`src/hw/rtl/sn2d_ram.sv`:
```
`timescale 1ns / 1ps
// Generic single-write, single-read RAM with registered read data.
// No package dependencies.
module sn2d_ram #(
    parameter int WIDTH = 8,
    parameter int DEPTH = 256
) (
    input  logic                     aclk,
    input  logic                     we,
    input  logic [$clog2(DEPTH)-1:0] waddr,
    input  logic [WIDTH-1:0]         wdata,
    input  logic                     re,
    input  logic [$clog2(DEPTH)-1:0] raddr,
    output logic [WIDTH-1:0]         rdata
);

    logic [WIDTH-1:0] mem_reg [DEPTH];
    logic [WIDTH-1:0] rdata_reg;

    always_ff @(posedge aclk) begin
        if (we) begin
            mem_reg[waddr] <= wdata;
        end
        if (re) begin
            rdata_reg <= mem_reg[raddr];
        end
    end

    assign rdata = rdata_reg;

endmodule

```
`config.mk`:
```
export PLATFORM = sky130hd
export DESIGN_NAME = sn2d_ram
export DESIGN_NICKNAME = d
export VERILOG_FILES = /design/src/hw/rtl/sn2d_ram.sv
export SDC_FILE = /design/constraint.sdc
export NUM_CORES = 2
export LEC_CHECK = 0
export BUFFER_PORTS_ARGS = -buffer_cell sky130_fd_sc_hd__buf_2
export CAP_MARGIN = 15
export CORE_MARGIN = 2
export CORE_UTILIZATION = 55
export DETAILED_ROUTE_END_ITERATION = 12
export HOLD_SLACK_MARGIN = 0.06
export PLACE_DENSITY_LB_ADDON = 0.1
export SYNTH_ARGS = -nofsm -noshare
export SYNTH_HDL_FRONTEND = slang
export SYNTH_SLANG_ARGS = --single-unit
export TNS_END_PERCENT = 5
```
`constraint.sdc`:
```
create_clock -name aclk -period 7.4 [get_ports aclk]
set_input_delay 1.11 -clock aclk [delete_from_list [all_inputs] [get_ports aclk]]
set_output_delay 1.11 -clock aclk [all_outputs]
set_load 0.05 [all_outputs]
```
# Yosys cells after proc, flatten, opt, wreduce, memory -nomap -nowiden
# Memory sizes are Yosys's and may differ from the RTL's. A register that Yosys moved wholly into a read port is not among the register bits.
# Index checks and enable logic that the tools add are counted.
# classes
n_mux,2
# op_table
operator,n
two-way mux 1 bit,2
# word_totals
word_cells,3
input_bits,27
regBits,0
ram_bits,2048
mem_count,1
# memory_table
memory,depth,width,read_ports,rd_ports_with_merged_regs,write_ports,line_no,text
mem_reg,256,8,1,1,1,17,logic [WIDTH-1:0] mem_reg [DEPTH];

# Depth between registers and ports, before layout
# depth
word_depth,2
ltp_mapped,11
depth_no_buf,6

# Worst setup path after synthesis
# OpenSTA, ideal clock, no wires.
# synth_timing
path_kind,input -> register
start,in raddr[0]
end,"reg rdata_reg[2], in the netlist rdata[2] (read register of mem_reg) (data pin)"
slack_ps,4214
n_path_buf,4
cell_stages,9
arrival_ps,2917
required_time_ps,7131
cell_sequence,buf_6 -> buf_12 -> buf_8 -> buf_2 -> mux4_2 -> a22oi_1 -> a21oi_1 -> nor4_1 -> nor4_2
# synth_rtl
element,line_no,text
start: declaration,13,"input logic [$clog2(DEPTH)-1:0] raddr,"
end: declaration,18,logic [WIDTH-1:0] rdata_reg;

==> metrics <==
overall routed net length=199 mm; number of warnings printed during yosys synthesis=0; worst hold-check slack=779 ps; PortBufs=34; layout cells sized above 1=21.9%; RSZ-0062 raised after global routing=false; number of H-tree levels=4; Initial Utilization=55.4%; delay of the slowest cell on the worst path=780 ps; Post-synth EDFFs=2056; Synth Area in Compound Gates=3.42%; highest routed layer=met5; gpl congestion=0.876; overall global routing resource usage=27.4%; number of violations of the max-capacitance limit=0; Initial DRT Pass Iterations=10; Routed wire per std cell=33.9 um; # rows=139; clock root buffer master=sky130_fd_sc_hd__clkbuf_16; power after layout=0.0239 W; number of buffers and inverters on the critical path=3; final net count=3839; kind of cell adding the most delay to the critical path=buffers and inverters; Tmin final=4280 ps; hold buffer count at CTS=0; top-level port count=35; run status=finished, violations left; largest net degree at the start of global routing=161; synth-to-layout area growth=10.7%; Synth cell types=54; synthesized-area fraction occupied by xor and xnor cells=0%; Post-Syn Nets=3760; Iteration-0 DRC Markers=4730; pins over their slew limit=0; simple-gate share of the synthesized area=2.63%; dominant cell type by area after synthesis=sky130_fd_sc_hd__edfxtp_1; crit path launch type=primary input; cell types occupying the most area after synthesis=sky130_fd_sc_hd__edfxtp_1 (78%), sky130_fd_sc_hd__mux4_2 (13%), sky130_fd_sc_hd__mux2i_1 (1.7%); Routed met2 length=96.7 mm; post-synthesis cell count=3733; final total negative setup slack=0 ps; post-synthesis async set-or-reset flop share=0%; mapped cell area=79600 um^2; antenna-violating nets left=0; critical path cell sequence=buf_8 -> buf_4 -> buf_4 -> mux4_2 -> o221ai_1 -> nor2_1 -> nor4_1 -> nor4_2; P_leak=27.0 nW; worst setup path category=primary input to register; half-perimeter wire length after placement=120 mm; number of global-route vias before repair=39200; part of the cycle the worst path needs=57.8%; top_reg_cell synth=sky130_fd_sc_hd__edfxtp_1; storage element area=61700 um^2; clock tree from TritonCTS=built; antenna violations before repair=8; Met1 Wirelength=79.8 mm; fraction of the mapped netlist area in adder cells=0%; cell with the largest stage delay on the worst path=sky130_fd_sc_hd__nor4_1; maximum fanout along the worst path=64; post-cts gate resize count=0; largest voltage drop on the vdd net=0.204 mV; buffers from clock root to sink, at most=3; data arrival at the endpoint of the critical path=4810 ps; area taken by multi-input logic gates=16500 um^2; maximum operating frequency=0.234 GHz; worst path required time=7930 ps; dominant combinational cell family by area after synthesis=multiplexers; power density over cell area=272 nW/um^2; CTS sink cnt=2056; Setup violations, final=0; # fillers=9935; most common cell after layout, fill and taps aside=sky130_fd_sc_hd__edfxtp_1; highest-count cells in the layout ignoring fill and taps=sky130_fd_sc_hd__edfxtp_1 (2056), sky130_fd_sc_hd__mux4_2 (454), sky130_fd_sc_hd__nor2_1 (279); detailed-route vias per instance=6.62; Die H=385 um; die area=148000 um^2; number of synthesized register bits=2056; mean instance size in the synthesized netlist=21.3 um^2; clock latency of the later-clocked register in the worst-skew pair=840 ps; flip-flop count of the largest register after layout=2048; DRC Markers=2; element type at the critical path end=register; area inside the core boundary=144000 um^2; final hold viol count=0; post-CTS clock slew at the launch and capture registers of the worst setup and hold paths=60 ps; most frequent cell on the critical path=sky130_fd_sc_hd__buf_4; final worst clock skew=39.1 ps; global-route wire length before repair=286 mm; relative max-transition margin=12.9%; type of the tightest min-delay check=primary input to register; Worst-Margin Slew=1290 ps; portion of synthesized cell area occupied by the leading cell type=77.5%; mux share of post-synthesis cell area=14.6%; sequential fraction of the synthesis area=77.5%; overall overflow remaining after global route=0; cts bufs inserted=200; WL met3=16.5 mm; width of the die=385 um; Via Count=38900; failing checks=DRC; number of post-CTS setup repair buffers=0
## synthesized netlist by cell type (22+ instances only)
library cell,count
sky130_fd_sc_hd__mux4_2,454
sky130_fd_sc_hd__buf_2,31
sky130_fd_sc_hd__nor4_1,24
sky130_fd_sc_hd__a21oi_1,96
sky130_fd_sc_hd__edfxtp_1,2056
sky130_fd_sc_hd__buf_4,27
sky130_fd_sc_hd__o22ai_1,28
sky130_fd_sc_hd__nor3_1,22
sky130_fd_sc_hd__mux2i_1,134
sky130_fd_sc_hd__nand2_1,33
sky130_fd_sc_hd__nor2_1,282
sky130_fd_sc_hd__clkbuf_1,111
sky130_fd_sc_hd__a22oi_1,133
sky130_fd_sc_hd__nor2b_1,31
sky130_fd_sc_hd__buf_1,22
sky130_fd_sc_hd__o221ai_1,46
sky130_fd_sc_hd__nand3_1,34
## kinds of logic after synthesis
group / count (synthesis)
flip-flops: 2056
multiplexers: 591
AND/OR/NAND/NOR: 466
AO/OA/AOI/OAI: 385
buffers and inverters: 235
## worst register-to-register path, cell delays in order (launching register included)
cell and delay (ps):
sky130_fd_sc_hd__edfxtp_1 370, sky130_fd_sc_hd__mux4_2 480, sky130_fd_sc_hd__a22o_1 240, sky130_fd_sc_hd__a221oi_1 610, sky130_fd_sc_hd__o221ai_1 250, sky130_fd_sc_hd__a211oi_1 620, sky130_fd_sc_hd__nor4_1 90
## area by class of cell
| type | count | area share, % |
|---|---|---|
| flip-flops and latches | 2056 | 70.1 |
| clock inverters | 128 | 1.34 |
| multi-input cells | 1442 | 18.8 |
| repair buffers | 110 | 1.25 |
| clock buffers | 239 | 5.87 |
| well taps | 1903 | 2.70 |
| inverters | 2 | 0.00852 |
| diodes | 4 | 0.0114 |
## routing by layer
layer	global-route usage [%]	vias up
li1	-	15900
met1	39.2	20800
met2	43.3	1870
met3	5.05	326
met4	8.87	6
met5	0	-
## report_power, final
part / switching (W) / total, W / internal [W]
clock network: 0.00430 / 0.00991 / 0.00561
logic: 0.000790 / 0.00117 / 0.000379
registers: 0.0000169 / 0.0129 / 0.0128
total: 0.00511 / 0.0239 / 0.0188
## through the flow
| stage | std cells | instance area, um^2 | util, % | worst slack, ps |
|---|---|---|---|---|
| CTS | 5876 | 88000 | 61.3 | 3130 |
| floorplan | 3733 | 79600 | - | 4210 |
| global placement | 5505 | 81600 | 56.8 | 1660 |
| global route | 5881 | 88100 | 61.3 | 2960 |
| detailed placement | 5509 | 81700 | 56.9 | 2230 |
| finish | 5884 | 88100 | 61.3 | 3120 |
## path summary, 6_finish.rpt
check	from	to	slack (ps)	cells after the start
worst min register to register	mem_reg[41][3]	rdata[3]	1080	6
worst max register to register	mem_reg[27][5]	rdata[5]	4490	6
worst min-delay path	re	rdata[1]	780	1
worst max-delay path	raddr[1]	rdata[2]	3120	8
(Power assumes the default switching activity.)
